### config.mk
export PLATFORM = sky130hd
export DESIGN_NAME = room_occupancy_climate_controller_core
export DESIGN_NICKNAME = d
export VERILOG_FILES = /design/src/hw/rtl/rocc_pkg.sv /design/src/hw/rtl/room_occupancy_climate_controller_core.sv
export SDC_FILE = /design/constraint.sdc
export NUM_CORES = 1
export LEC_CHECK = 0
export BUFFER_PORTS_ARGS = -buffer_cell sky130_fd_sc_hd__buf_2
export CAP_MARGIN = 20
export CORE_UTILIZATION = 43
export DETAILED_ROUTE_END_ITERATION = 8
export PLACE_DENSITY_LB_ADDON = 0.2
export SYNTH_ARGS = -nofsm -noshare
export SYNTH_HDL_FRONTEND = slang
export SYNTH_SLANG_ARGS = --single-unit
### constraint.sdc
create_clock -name clock -period 12.75 [get_ports clock]
set_clock_uncertainty 0.05 [all_clocks]
set_input_delay 0.6375 -clock clock [delete_from_list [all_inputs] [get_ports clock]]
set_output_delay 0.6375 -clock clock [all_outputs]
set_load 0.005 [all_outputs]
### src/hw/rtl/rocc_pkg.sv
// Shared types and constants for the room occupancy and climate controller.
package rocc_pkg;

   // Register indexes on the configuration port.
   localparam logic [2:0] REG_FAIL_LIMIT      = 3'd0;
   localparam logic [2:0] REG_OCC_DISTANCE    = 3'd1;
   localparam logic [2:0] REG_VACANCY_TIMEOUT = 3'd2;
   localparam logic [2:0] REG_ALERT_ON_TEMP   = 3'd3;
   localparam logic [2:0] REG_ALERT_OFF_TEMP  = 3'd4;
   localparam logic [2:0] REG_OP_MODE         = 3'd5;

   localparam int unsigned CSR_INDEX_WIDTH = 3;
   localparam int unsigned CSR_DATA_WIDTH  = 32;

   // Operating modes.
   localparam logic [1:0] MODE_AUTO   = 2'd0;
   localparam logic [1:0] MODE_MANUAL = 2'd1;
   localparam logic [1:0] MODE_AWAY   = 2'd2;

   // Node states reported with each result.
   localparam logic [1:0] NODE_MONITORING = 2'd0;
   localparam logic [1:0] NODE_MANUAL     = 2'd1;
   localparam logic [1:0] NODE_ALERT      = 2'd2;
   localparam logic [1:0] NODE_FAULT      = 2'd3;

   // Fault code bits.
   localparam logic [1:0] FAULT_NONE    = 2'd0;
   localparam logic [1:0] FAULT_CLIMATE = 2'd1;
   localparam logic [1:0] FAULT_RANGE   = 2'd2;

   // Register reset values.
   localparam logic [7:0]         RST_FAIL_LIMIT      = 8'd5;
   localparam logic [9:0]         RST_OCC_DISTANCE    = 10'd100;
   localparam logic [31:0]        RST_VACANCY_TIMEOUT = 32'd30000;
   localparam logic signed [11:0] RST_ALERT_ON_TEMP   = 12'sd300;
   localparam logic signed [11:0] RST_ALERT_OFF_TEMP  = 12'sd280;

   localparam logic [7:0] FAIL_COUNT_MAX = 8'hFF;

   // One sensor poll.
   typedef struct packed {
      logic               climate_ok;
      logic signed [11:0] temperature;
      logic               range_ok;
      logic [9:0]         distance_cm;
      logic               is_dark;
      logic [31:0]        now_ms;
      logic               manual_light;
      logic               manual_aux;
   } req_word_type;

   // One controller result.
   typedef struct packed {
      logic        instant_occupied;
      logic        sensor_fault;
      logic [1:0]  fault_code;
      logic        occupied;
      logic        temp_alert;
      logic [1:0]  node_state;
      logic        light_relay;
      logic        aux_relay;
      logic [31:0] stamp_ms;
   } rsp_word_type;

endpackage

### src/hw/rtl/room_occupancy_climate_controller_core.sv
// Top level of the room occupancy and climate controller.
//
// Each request word is one sensor poll and yields exactly one response word. The block
// is a two-register pipeline: a poll is captured in an input register, then one short
// pass of logic (saturating failure counters, a 32-bit wrapping time difference against
// the vacancy timeout, signed threshold compares for the alert latch, and the mode
// decode) updates the state and loads the result register. While the output is not
// stalled, a poll can be accepted on every clock, so the sustained rate is one word per
// cycle; a stall holds the word in the input register. A result word stays offered on
// the response side until it is taken. The configuration registers take effect for the
// next poll that reaches the compute pass.
module room_occupancy_climate_controller_core (
   input  logic                                   clock,
   input  logic                                   reset,
   // Request channel
   input  logic                                   req_valid,
   output logic                                   req_ready,
   input  rocc_pkg::req_word_type                 req_word,
   // Response channel
   output logic                                   rsp_valid,
   input  logic                                   rsp_ready,
   output rocc_pkg::rsp_word_type                 rsp_word,
   // Configuration port
   input  logic                                   csr_we,
   input  logic [rocc_pkg::CSR_INDEX_WIDTH-1:0]   csr_index,
   input  logic [rocc_pkg::CSR_DATA_WIDTH-1:0]    csr_wdata
);

   // Configuration registers.
   logic [7:0]         fail_limit_ff;
   logic [9:0]         occ_distance_ff;
   logic [31:0]        vacancy_timeout_ff;
   logic signed [11:0] alert_on_ff;
   logic signed [11:0] alert_off_ff;
   logic [1:0]         op_mode_ff;

   // Controller state.
   logic [7:0]  climate_fail_ff, climate_fail_in;
   logic [7:0]  range_fail_ff, range_fail_in;
   logic [31:0] last_seen_ff, last_seen_in;
   logic        ever_seen_ff, ever_seen_in;
   logic        alert_latch_ff, alert_latch_in;

   // Pipeline registers.
   logic                   in_valid_ff;
   rocc_pkg::req_word_type in_word_ff;
   logic                   out_valid_ff;
   rocc_pkg::rsp_word_type out_word_ff, out_word_in;

   logic advance;

   // Handshake: the input stage moves on when the result register is empty or drains.
   assign advance   = in_valid_ff && (!out_valid_ff || rsp_ready);
   assign req_ready = !in_valid_ff || advance;
   assign rsp_valid = out_valid_ff;
   assign rsp_word  = out_word_ff;

   // Configuration writes.
   always_ff @(posedge clock) begin
      if (reset) begin
         fail_limit_ff      <= rocc_pkg::RST_FAIL_LIMIT;
         occ_distance_ff    <= rocc_pkg::RST_OCC_DISTANCE;
         vacancy_timeout_ff <= rocc_pkg::RST_VACANCY_TIMEOUT;
         alert_on_ff        <= rocc_pkg::RST_ALERT_ON_TEMP;
         alert_off_ff       <= rocc_pkg::RST_ALERT_OFF_TEMP;
         op_mode_ff         <= rocc_pkg::MODE_AUTO;
      end else if (csr_we) begin
         unique case (csr_index)
            rocc_pkg::REG_FAIL_LIMIT:      fail_limit_ff      <= csr_wdata[7:0];
            rocc_pkg::REG_OCC_DISTANCE:    occ_distance_ff    <= csr_wdata[9:0];
            rocc_pkg::REG_VACANCY_TIMEOUT: vacancy_timeout_ff <= csr_wdata[31:0];
            rocc_pkg::REG_ALERT_ON_TEMP:   alert_on_ff        <= signed'(csr_wdata[11:0]);
            rocc_pkg::REG_ALERT_OFF_TEMP:  alert_off_ff       <= signed'(csr_wdata[11:0]);
            rocc_pkg::REG_OP_MODE:         op_mode_ff         <= csr_wdata[1:0];
            default: ;
         endcase
      end
   end

   // Compute pass: state update and result for the word in the input register.
   always_comb begin
      logic [1:0]  code;
      logic        instant;
      logic        held;
      logic [31:0] elapsed;
      logic        fault;

      // Consecutive-failure counters, saturating at their maximum.
      if (in_word_ff.climate_ok) begin
         climate_fail_in = '0;
      end else if (climate_fail_ff == rocc_pkg::FAIL_COUNT_MAX) begin
         climate_fail_in = climate_fail_ff;
      end else begin
         climate_fail_in = climate_fail_ff + 8'd1;
      end
      if (in_word_ff.range_ok) begin
         range_fail_in = '0;
      end else if (range_fail_ff == rocc_pkg::FAIL_COUNT_MAX) begin
         range_fail_in = range_fail_ff;
      end else begin
         range_fail_in = range_fail_ff + 8'd1;
      end

      code = rocc_pkg::FAULT_NONE;
      if (climate_fail_in >= fail_limit_ff) begin
         code = code | rocc_pkg::FAULT_CLIMATE;
      end
      if (range_fail_in >= fail_limit_ff) begin
         code = code | rocc_pkg::FAULT_RANGE;
      end
      fault = (code != rocc_pkg::FAULT_NONE);

      // Occupancy: a near sighting restamps, otherwise hold until the timeout runs out.
      instant = in_word_ff.range_ok && (in_word_ff.distance_cm != 10'd0) &&
                (in_word_ff.distance_cm <= occ_distance_ff);
      elapsed = in_word_ff.now_ms - last_seen_ff;
      held    = instant || (ever_seen_ff && (elapsed < vacancy_timeout_ff));
      last_seen_in = instant ? in_word_ff.now_ms : last_seen_ff;
      ever_seen_in = ever_seen_ff || instant;

      // High-temperature latch with hysteresis; set wins over clear.
      alert_latch_in = alert_latch_ff;
      if (in_word_ff.climate_ok) begin
         if (in_word_ff.temperature >= alert_on_ff) begin
            alert_latch_in = 1'b1;
         end else if (in_word_ff.temperature <= alert_off_ff) begin
            alert_latch_in = 1'b0;
         end
      end

      // Node state and relays by fault status and mode.
      out_word_in.instant_occupied = instant;
      out_word_in.sensor_fault     = fault;
      out_word_in.fault_code       = code;
      out_word_in.occupied         = held;
      out_word_in.temp_alert       = alert_latch_in;
      out_word_in.stamp_ms         = in_word_ff.now_ms;
      if (fault) begin
         out_word_in.node_state  = rocc_pkg::NODE_FAULT;
         out_word_in.light_relay = 1'b0;
         out_word_in.aux_relay   = 1'b0;
      end else if (op_mode_ff == rocc_pkg::MODE_MANUAL) begin
         out_word_in.node_state  = rocc_pkg::NODE_MANUAL;
         out_word_in.light_relay = in_word_ff.manual_light;
         out_word_in.aux_relay   = in_word_ff.manual_aux;
      end else if (op_mode_ff == rocc_pkg::MODE_AWAY) begin
         out_word_in.node_state  = instant ? rocc_pkg::NODE_ALERT : rocc_pkg::NODE_MONITORING;
         out_word_in.light_relay = 1'b0;
         out_word_in.aux_relay   = instant;
      end else begin
         // Auto mode; the unused mode code behaves the same.
         out_word_in.node_state  = alert_latch_in ? rocc_pkg::NODE_ALERT
                                                  : rocc_pkg::NODE_MONITORING;
         out_word_in.light_relay = in_word_ff.is_dark && held;
         out_word_in.aux_relay   = alert_latch_in;
      end
   end

   // State registers advance once per word leaving the input register.
   always_ff @(posedge clock) begin
      if (reset) begin
         climate_fail_ff <= '0;
         range_fail_ff   <= '0;
         last_seen_ff    <= '0;
         ever_seen_ff    <= 1'b0;
         alert_latch_ff  <= 1'b0;
      end else if (advance) begin
         climate_fail_ff <= climate_fail_in;
         range_fail_ff   <= range_fail_in;
         last_seen_ff    <= last_seen_in;
         ever_seen_ff    <= ever_seen_in;
         alert_latch_ff  <= alert_latch_in;
      end
   end

   // Pipeline valid flags.
   always_ff @(posedge clock) begin
      if (reset) begin
         in_valid_ff  <= 1'b0;
         out_valid_ff <= 1'b0;
      end else begin
         if (req_ready) begin
            in_valid_ff <= req_valid;
         end
         if (advance) begin
            out_valid_ff <= 1'b1;
         end else if (rsp_ready) begin
            out_valid_ff <= 1'b0;
         end
      end
   end

   // Pipeline payload.
   always_ff @(posedge clock) begin
      if (req_valid && req_ready) begin
         in_word_ff <= req_word;
      end
      if (advance) begin
         out_word_ff <= out_word_in;
      end
   end

endmodule

==> impl_metrics.csv, run 1 <==
group,metric,value,unit
final_layout,utilization,0.511,
setup_path,cp-startpoint,"in_word_ff[2]",
logic_synthesis,synth_seq_cells,229,
global_routing,grt_pass1_vias,8565,
die,initial_core_util,0.440,
sta,final.setup.worst_slack,7.88,ns
die,rows,60,
sta,rsz0062_at_grt,"false",
die,fp.dieW,168,um
setup_path,cpMostUsedCell,"a21oi_1",
setup_path,crit_type,"register to register",
setup_path,cp-end-kind,"register",
logic_synthesis,synth_top_area_cell,"edfxtp_1",
logic_synthesis,synth_cell_type_count,67,
clock_tree,ctsResizeCount,0,
logic_synthesis,synthArstFlopShare,0,
final_layout,n_fill_cell,2565,
run,drv_cap,0,
logic_synthesis,synth_common_cells,"nand2_1 (185), dfxtp_1 (128), inv_1 (122)",
sta,worstMarginPinSlew,0.870,ns
global_routing,track_usage,0.190,
pwr,pwr-share-clk,0.424,
sta,drv_slew,0,
pwr,switching_power,443,uW
detailed_routing,wl_per_cell,15.3,um
detailed_routing,drt_iter0_markers,447,
global_routing,antenna_found_initial,0,
pwr,power_density,130,nW/um^2
clock_tree,cts_buffer_depth,3,
global_routing,globalRoute.totalOverflow,0,
setup_path,cp-start-kind,"register",
detailed_routing,vias_per_cell,5.15,
die,num_io_pins,143,
detailed_routing,vias,9075,
sta,hold_violations,0,
setup_path,slowest_delay,0.52,ns
placement,globalplace.congestion,0.838,
logic_synthesis,synth-edff-count,101,
min_path,min_from,"req_word[24]",
logic_synthesis,synth_area_per_cell,9.39,sq um
final_layout,antenna_cells_inserted,0,
detailed_routing,wl_met3,1160,um
clock_tree,clock-sinks,229,
sta,finalSetupTns,0,ns
clock_tree,cts_made_buffers,26,
logic_synthesis,synth_most_common_cell,"nand2_1",
setup_path,reg2reg_from,"in_word_ff[2]",
die,die_height,168,um
logic_synthesis,yosys_warnings,0,
die,core,27000,sq um
setup_path,arrival,5.19,ns
die,die_area,28400,sq um
logic_synthesis,synth-seq-area-share,0.470,
pwr,p_leak,5.71,nW
detailed_routing,wl,27000,um
logic_synthesis,synth_cells,1268,
pwr,pwr-share-comb,0.123,
final_layout,drive_above_1_share,0.151,
sta,whs,0.224,ns
detailed_routing,drtAntennaViolNets,0,
placement,dpl.hpwl,19300,um
logic_synthesis,ys.flop_type,"dfxtp_1",
sta,post-route-period-util,0.382,
final_layout,syn_to_final_growth,16.0,%
min_path,hold_class,"input pin to register",
setup_path,path_delay_family,"compound AO/OA/AOI/OAI gates",
detailed_routing,wl_met1,12900,um
sta,finalCriticalPeriod,4.87,ns
detailed_routing,met2WireLength,12400,um
clock_tree,post_cts_buffers,0,
detailed_routing,dr.pass1.iters,5,
logic_synthesis,synthTopCellsByArea,"edfxtp_1 (25%), dfxtp_1 (22%), ha_1 (12%), nand2_1 (5.8%), a21oi_1 (5.0%)",
global_routing,grt_pass1_wl,43400,um
detailed_routing,top_layer,"met4",
sta,slew_headroom,0.420,
status,outcome,"complete, no violations",
sta,clock.fmax,206,MHz
logic_synthesis,synth_nets,1482,
placement,place_ws,7.84,ns
clock_tree,path_clk_slew,0.06,ns
clock_tree,htreeDepth,1,
global_routing,grt_max_degree,73,
setup_path,crit_fanout,3,
setup_path,critPathSlowestCell,"a2111oi_0",
setup_path,cp.buffers_inverters,2,
setup_path,crit_chain,"inv_1 > ha_1 > inv_1 > fa_1 > a21oi_2 > o211ai_2 > a41oi_1 > o21ai_1 > or4b_1 > a31o_1 > a21oi_1 > xnor2_1 > ha_1 > a21o_1 > a211o_1 > o211ai_1 > a21oi_1 > a2111oi_0 > o221ai_1 > a21oi_1",
pwr,intPower,1.35,mW
setup_path,required,13.08,ns
pwr,irDropWorstVdd,0.0997,mV
logic_synthesis,synth.cell_area,11900,sq um
final_layout,nets,1615,
clock_tree,hold_buffers,0,
logic_synthesis,yosysTopAreaCellShare,0.255,
clock_tree,cts_tree,"done",
detailed_routing,drc,0,
pwr,seqPwrFrac,0.453,
clock_tree,clockRootBuffer,"clkbuf_16",
placement,io_buffers,142,
sta,setup_viol,0,
pwr,swShare,0.247,
clock_tree,clk_latency,0.53,ns
## power groups by stage
| stage | Sequential [mW] | Combinational [mW] | Clock (mW) |
|---|---|---|---|
| after floorplan | 0.825 | 0.154 | 0 |
| after global placement | 0.829 | 0.218 | 0 |
| after detailed placement | 0.830 | 0.222 | 0 |
| after CTS | 0.814 | 0.223 | 0.781 |
| after global routing | 0.817 | 0.251 | 0.808 |
| final | 0.814 | 0.221 | 0.762 |
## sequential cells by signal, summed over array words and instances (netlist names), 2 cells and up
register and cells:
alert_off_ff 12, occ_distance_ff 10, rsp_word 42, alert_on_ff 12, last_seen_ff 32, range_fail_ff 8
fail_limit_ff 8, climate_fail_ff 8, op_mode_ff 2, vacancy_timeout_ff 32, in_word_ff 59
## cell families (layout without fill, tap and decap cells)
logic type / after synthesis / in the layout / synth area share
compound gates: 255 / 255 / 0.135
xor+xnor: 31 / 31 / 0.0228
fa+ha+maj: 115 / 115 / 0.122
buf+inv: 166 / 319 / 0.0545
flops: 229 / 229 / 0.470
mux: 37 / 37 / 0.0311
simple gates: 435 / 435 / 0.165
## metal layers
metal | up-vias | GRT usage
met2 | 190 | 0.323
li1 | 4680 | -
met4 | 0 | 0.0466
met5 | - | 0
met3 | 33 | 0.0240
met1 | 4172 | 0.256
## through the flow
| stage | total power, mW | cells | instance area, sq um |
|---|---|---|---|
| 2_1_floorplan | 0.979 | 1268 | 11900 |
| 3_3_place_gp | 1.05 | 1713 | 12900 |
| 3_5_place_dp | 1.05 | 1713 | 12900 |
| 4_1_cts | 1.82 | 1761 | 13800 |
| 5_1_grt | 1.88 | 1762 | 13800 |
| 6_report | 1.80 | 1762 | 13800 |
## final timing paths
kind | endpoint | slack [ns] | cells past startpoint
setup / recovery | rsp_word[33] | 7.88 | 20
hold / removal | in_word_ff[24] | 0.22 | 1
setup reg to reg | rsp_word[33] | 7.88 | 20
hold reg to reg | fail_limit_ff[7] | 0.40 | 2
## area by class of cell
cell class | count | area [sq um] | area share
Clock inverter | 15 | 151 | 0.0110
Inverter | 122 | 458 | 0.0332
Clock buffer | 33 | 728 | 0.0528
Tap cell | 341 | 427 | 0.0309
Timing Repair Buffer | 149 | 778 | 0.0564
Sequential cell | 229 | 5600 | 0.405
Multi-Input combinational cell | 873 | 5660 | 0.410
## worst reg2reg max path, delay by kind of cell (launching register included)
kind	cells	cell delay (ns)
adders and majority gates	3	0.84
AOI/OAI and AO/OA	13	2.65
DFF	1	0.39
xor gates and xnor gates	1	0.16
buffers and inverters	2	0.12
and+or+nand+nor	1	0.51
## layout by cell type, fill, tap and decap left out, types with 3 or more instances in the layout
| master | instances |
|---|---|
| and2_1 | 5 |
| edfxtp_1 | 101 |
| buf_4 | 7 |
| clkbuf_8 | 3 |
| o41a_1 | 3 |
| nand2_1 | 185 |
| o21a_1 | 10 |
| o21bai_1 | 5 |
| clkinv_1 | 3 |
| nand3_1 | 26 |
| bufinv_16 | 3 |
| nor2_1 | 108 |
| ha_1 | 114 |
| a31oi_1 | 8 |
| o21ai_1 | 13 |
| or2_2 | 5 |
| clkbuf_16 | 27 |
| inv_1 | 121 |
| xnor2_1 | 22 |
| o21ai_0 | 23 |
| a21o_1 | 17 |
| nor3_1 | 25 |
| nand4_1 | 20 |
| mux2i_1 | 37 |
| a21oi_2 | 3 |
| and3_1 | 10 |
| o211ai_1 | 5 |
| a211oi_1 | 10 |
| dfxtp_1 | 128 |
| xor2_1 | 9 |
| a2111oi_0 | 3 |
| clkinv_2 | 7 |
| or4_1 | 5 |
| a21oi_1 | 119 |
| nand3b_1 | 9 |
| clkbuf_1 | 3 |
| nor2b_1 | 12 |
| buf_2 | 141 |
| nand2b_1 | 11 |
| a211o_1 | 13 |
Power figures use the tool's default switching activity.
==> inputs of run 2 (changes only) <==
clock period = 4.05 ns   (was 12.75 ns; I/O delays follow)
==> run 2 against run 1 <==
Net effect: the run now ends with setup timing left; cell area up 9.4%; sequential cell count is the same; final cell count up 7.5%; sequential share of layout area down 3.5 points; via count up 6.0%; die area is the same; maximum frequency is 15% higher; critical endpoint unchanged; largest cell class unchanged; largest power group unchanged.
==> impl_metrics.csv, run 2 (same netlist as run 1, synthesis figures left out) <==
group,metric,value,unit
detailed_routing,dr.pass1.iters,5,
final_layout,largest_reg_flops,59,
pwr,irDropWorstVdd,0.294,mV
final_layout,final_common_cell,"nand2_1",
die,fp.dieW,168,um
setup_path,reg2reg_from,"in_word_ff[2]",
die,initial_core_util,0.440,
clock_tree,cts_made_buffers,25,
detailed_routing,wl,28600,um
sta,clock.fmax,236,MHz
pwr,pwr-share-comb,0.152,
placement,place_ws,-0.249,ns
detailed_routing,drtAntennaViolNets,0,
die,rows,60,
setup_path,cp-startpoint,"in_word_ff[2]",
sta,whs,0.0947,ns
setup_path,arrival,4.57,ns
placement,place_inst,1750,
placement,dpl.hpwl,20200,um
final_layout,syn_to_final_growth,26.8,%
detailed_routing,vias_per_cell,5.08,
die,num_io_pins,143,
final_layout,antenna_cells_inserted,0,
setup_path,cp-start-kind,"register",
setup_path,crit_type,"register to register",
sta,hold_violations,0,
pwr,pwr-share-clk,0.389,
clock_tree,htreeDepth,1,
pwr,swShare,0.253,
clock_tree,clock-sinks,229,
sta,setup_viol,2,
pwr,intPower,4.16,mW
final_layout,final_cell_mix,"nand2_1 (184), buf_2 (141), dfxtp_1 (128)",
sta,final.setup.worst_slack,-0.191,ns
die,die_area,28400,sq um
setup_path,crit_fanout,3,
clock_tree,clk_latency,0.54,ns
global_routing,antenna_found_initial,0,
setup_path,required,4.38,ns
pwr,power_density,369,nW/um^2
pwr,p_leak,6.26,nW
detailed_routing,drc,0,
global_routing,grt_pass1_vias,9342,
clock_tree,path_clk_slew,0.06,ns
clock_tree,cts_tree,"done",
sta,slew_headroom,0.320,
pwr,seqPwrFrac,0.459,
final_layout,nets,1750,
clock_tree,clockRootBuffer,"clkbuf_16",
status,outcome,"finished with violations",
final_layout,utilization,0.558,
sta,rsz0062_at_grt,"true",
sta,post-route-period-util,1.05,
clock_tree,cts_buffer_depth,3,
final_layout,top_register,"in_word_ff",
setup_path,cp-end-kind,"register",
detailed_routing,vias,9624,
sta,finalCriticalPeriod,4.24,ns
sta,finalSetupTns,-0.291,ns
placement,globalplace.congestion,0.873,
detailed_routing,wl_per_cell,15.1,um
die,core,27000,sq um
sta,drv_slew,0,
pwr,switching_power,1.41,mW
status,violations,"setup timing",
run,drv_cap,0,
placement,io_buffers,142,
die,die_height,168,um
sta,worstMarginPinSlew,1.02,ns
final_layout,stdcell_count,1895,
global_routing,grt_max_degree,59,
final_layout,n_fill_cell,2432,
global_routing,grt_pass1_wl,45700,um
min_path,hold_class,"input pin to register",
global_routing,globalRoute.totalOverflow,0,
detailed_routing,drt_iter0_markers,558,
global_routing,track_usage,0.200,
final_layout,drive_above_1_share,0.171,
min_path,min_from,"csr_index[2]",
## run 2: changes by cell type in the layout (fill, tap and decap cells not counted), moves of 2 or more
| cell | previous run | this run |
|---|---|---|
| a21oi_1 | 119 | 116 |
| buf_4 | 7 | 46 |
| ha_4 | 0 | 2 |
| bufinv_16 | 3 | 1 |
| clkbuf_16 | 27 | 25 |
| clkbuf_1 | 3 | 5 |
| ha_1 | 114 | 111 |
| a21oi_2 | 3 | 5 |
| dlygate4sd3_1 | 0 | 97 |
## run 2: metrics by stage
stage | power, mW | area (sq um)
after global placement | 3.34 | 13200
final | 5.57 | 15100
after CTS | 5.61 | 15000
after detailed placement | 3.35 | 13200
after floorplan | 3.08 | 11900
after global routing | 5.83 | 15100
## run 2: critical path, stage by stage (launching register included)
cell       delay (ns)
edfxtp_1         0.38
inv_1            0.07
ha_2             0.17
inv_2            0.04
fa_2             0.36
a21oi_4          0.17
o211ai_2         0.13
buf_4            0.17
nand2_4          0.06
o211a_4          0.19
o21ai_4          0.07
o41a_1           0.43
or4_1            0.48
nand4_1          0.13
ha_4             0.21
nand4_1          0.09
o2111ai_2        0.19
a2111oi_4        0.38
o221ai_1         0.15
a21oi_1          0.16
## run 2: power groups by stage
stage | registers [mW] | logic, mW | clock network, mW
after global placement | 2.61 | 0.733 | 0
after detailed placement | 2.61 | 0.743 | 0
after floorplan | 2.60 | 0.488 | 0
final | 2.56 | 0.845 | 2.17
after CTS | 2.56 | 0.821 | 2.22
after global routing | 2.57 | 0.946 | 2.31
## run 2: path summary, 6_finish.rpt
path         slack [ns]  depth (start not counted)        endpoint
min                0.09                          4   op_mode_ff[1]
max               -0.19                         19    rsp_word[33]
max reg2reg       -0.19                         19    rsp_word[33]
min reg2reg        0.40                          2  alert_on_ff[4]
## run 2: metal layers
| metal | vias up | part of all wire | GRT usage |
|---|---|---|---|
| li1 | 4932 | - | - |
| met1 | 4437 | 0.46 | 0.261 |
| met3 | 42 | 0.041 | 0.0263 |
| met5 | - | 0 | 0 |
| met4 | 0 | 0.023 | 0.0565 |
| met2 | 213 | 0.47 | 0.347 |
## run 2: layout make-up
type / instances / area [sq um] / share of cell area
multi-input combinational: 873 / 5800 / 0.384
sequential: 229 / 5600 / 0.371
timing repair buffer: 285 / 2040 / 0.135
clock buffer: 33 / 686 / 0.0454
inverter: 122 / 458 / 0.0303
tap: 341 / 427 / 0.0283
clock inverter: 12 / 88.8 / 0.00589
## run 2: what timing repair did
item,in CTS,in global routing
endpoints found under the hold margin,147,0
gates cloned,0,0
hold buffers,97,0
endpoints found under the setup margin,2,2
pin swaps,0,11
buffers inserted,1,3
gates resized for setup,3,18
==> inputs of run 3 (changes only) <==
RECOVER_POWER = 100   (was not set)
==> run 3 against run 2 <==
Net effect: the run ends with capacitance limit, slew limit, setup timing left; sequential cell count unchanged; clock power is essentially flat; routed wire length hardly changed; worst hold slack about the same; non-clock buffer count unchanged; setup slack lost 0.0013 ns; combinational power is 0.9% lower; via count hardly changed; final cell count stayed put; sequential power barely moved; first-iteration DRC count down 11%; die area stayed put; largest power group unchanged; highest routed layer unchanged.
==> impl_metrics.csv, run 3 (same netlist as run 1, synthesis figures left out) <==
group,metric,value,unit
clock_tree,clk_latency,0.54,ns
sta,whs,0.0948,ns
placement,io_buffers,142,
placement,dpl.hpwl,20200,um
detailed_routing,wl,28600,um
final_layout,final_cell_mix,"nand2_1 (184), dfxtp_1 (128), inv_1 (121)",
detailed_routing,drc,0,
setup_path,critPathSlowestCell,"or4_1",
setup_path,cpMostUsedCell,"nand4_1",
die,fp.dieW,168,um
final_layout,top_register,"in_word_ff",
sta,rsz0062_at_grt,"true",
detailed_routing,wl_per_cell,15.1,um
sta,setup_viol,2,
die,initial_core_util,0.440,
pwr,fin_total_pwr,5.56,mW
setup_path,slowest_delay,0.48,ns
sta,finalCriticalPeriod,4.24,ns
setup_path,cp-start-kind,"register",
setup_path,rrSetupSlack,-0.19,ns
clock_tree,clockRootBuffer,"clkbuf_16",
detailed_routing,drtAntennaViolNets,0,
die,rows,60,
final_layout,drive_above_1_share,0.147,
setup_path,crit_chain,"inv_1 > ha_2 > inv_2 > fa_2 > a21oi_4 > o211ai_2 > buf_4 > nand2_4 > o211a_4 > o21ai_4 > o41a_1 > or4_1 > nand4_1 > ha_4 > nand4_1 > o2111ai_2 > a2111oi_4 > o221ai_1 > a21oi_1",
setup_path,required,4.38,ns
sta,post-route-period-util,1.05,
sta,final.setup.worst_slack,-0.192,ns
sta,finalSetupTns,-0.293,ns
status,outcome,"finished with violations",
min_path,min_from,"csr_index[2]",
clock_tree,cts_tree,"done",
detailed_routing,drt_iter0_markers,495,
placement,globalplace.congestion,0.873,
detailed_routing,vias_per_cell,5.08,
final_layout,nets,1750,
sta,drv_slew,89,
die,num_io_pins,143,
sta,slew_headroom,-0.412,
global_routing,grt_max_degree,59,
pwr,p_leak,6.15,nW
sta,worstMarginPinSlew,2.12,ns
final_layout,final_common_cell,"nand2_1",
clock_tree,clock-sinks,229,
die,die_area,28400,sq um
clock_tree,cts_buffer_depth,3,
setup_path,cp-end-kind,"register",
sta,hold_violations,0,
detailed_routing,vias,9626,
global_routing,antenna_found_initial,0,
global_routing,globalRoute.totalOverflow,0,
die,die_height,168,um
pwr,power_density,371,nW/um^2
clock_tree,htreeDepth,1,
setup_path,reg2reg_from,"in_word_ff[2]",
pwr,irDropWorstVdd,0.293,mV
setup_path,rr_endpoint,"rsp_word[33]",
setup_path,crit_type,"register to register",
sta,clock.fmax,236,MHz
global_routing,grt_pass1_vias,9342,
clock_tree,path_clk_slew,0.06,ns
min_path,holdPathEnd,"op_mode_ff[1]",
setup_path,crit_fanout,3,
run,drv_cap,2,
final_layout,syn_to_final_growth,26.2,%
global_routing,grt_pass1_wl,45700,um
detailed_routing,dr.pass1.iters,5,
clock_tree,cts_made_buffers,25,
final_layout,largest_reg_flops,59,
final_layout,antenna_cells_inserted,0,
min_path,min_delay_path_depth,4,
global_routing,track_usage,0.200,
setup_path,arrival,4.57,ns
setup_path,r2r_cells,19,
final_layout,utilization,0.556,
die,core,27000,sq um
min_path,hold_class,"input pin to register",
status,violations,"capacitance limit, slew limit, setup timing",
## run 3: changes by cell type in the layout (fill, tap and decap cells not counted), moves of 2 or more
cell | before | now
and2_0 | 0 | 3
and2_1 | 5 | 3
buf_2 | 141 | 112
buf_4 | 46 | 39
clkbuf_1 | 5 | 38
clkbuf_2 | 0 | 3
o21ai_0 | 22 | 25
o21ai_1 | 13 | 10
## run 3: critical path, delay by kind of cell (launching register included)
kind,cells,cell delay (ns)
compound gates,9,1.87
simple gates,4,0.76
fa+ha+maj,3,0.74
flops,1,0.38
buf+inv,3,0.28
## run 3: worst max-delay path by stage
stage / endpoint / start / slack (ns) / cells past startpoint
final: rsp_word[33] / in_word_ff[2] / -0.19 / 19
after global routing: rsp_word[33] / in_word_ff[2] / -0.42 / 19
after CTS: rsp_word[33] / in_word_ff[2] / -0.27 / 20
after detailed placement: rsp_word[33] / in_word_ff[2] / -0.25 / 20
after global placement: rsp_word[33] / in_word_ff[2] / -0.14 / 20
after floorplan: rsp_word[33] / in_word_ff[2] / 0.04 / 20
## run 3: area by class of cell
cell class / instances / area (sq um)
fill: 2462 / 12000
inverter: 122 / 458
tap: 341 / 427
clock inverter: 12 / 88.8
sequential: 229 / 5600
multi-input combinational: 873 / 5790
clock buffer: 33 / 686
timing repair buffer: 285 / 1970
## run 3: metrics by stage
stage / std cells / area [sq um] / setup WS (ns)
after floorplan: 1268 / 11900 / 0.0420
after global placement: 1750 / 13200 / -0.137
after detailed placement: 1750 / 13200 / -0.249
after CTS: 1893 / 15000 / -0.266
after global routing: 1895 / 15000 / -0.424
final: 1895 / 15000 / -0.192
## run 3: power breakdown
group / total, mW / internal, mW / switching (mW) / leakage [nW]
clock: 2.17 / 1.25 / 0.916 / 0.385
combinational: 0.837 / 0.392 / 0.445 / 3.76
sequential: 2.56 / 2.51 / 0.0499 / 2.01
## run 3: timing repair
action                                 CTS  global route
setup endpoints to repair                2             2
buffers inserted                         1             3
resized for setup                        3            18
endpoints found under the hold margin  147             0
pin swaps                                0            11
hold buffers                            97             0
## run 3: layer usage
metal  share of wire  vias to the layer above  global-route usage  routed length [um]
li1                -                     4937                   -                   -
met1            0.46                     4434               0.261               13200
met2            0.47                      213               0.347               13600
met3           0.040                       42              0.0263                1160
met4           0.023                        0              0.0565                 671
met5               0                        -                   0                   0
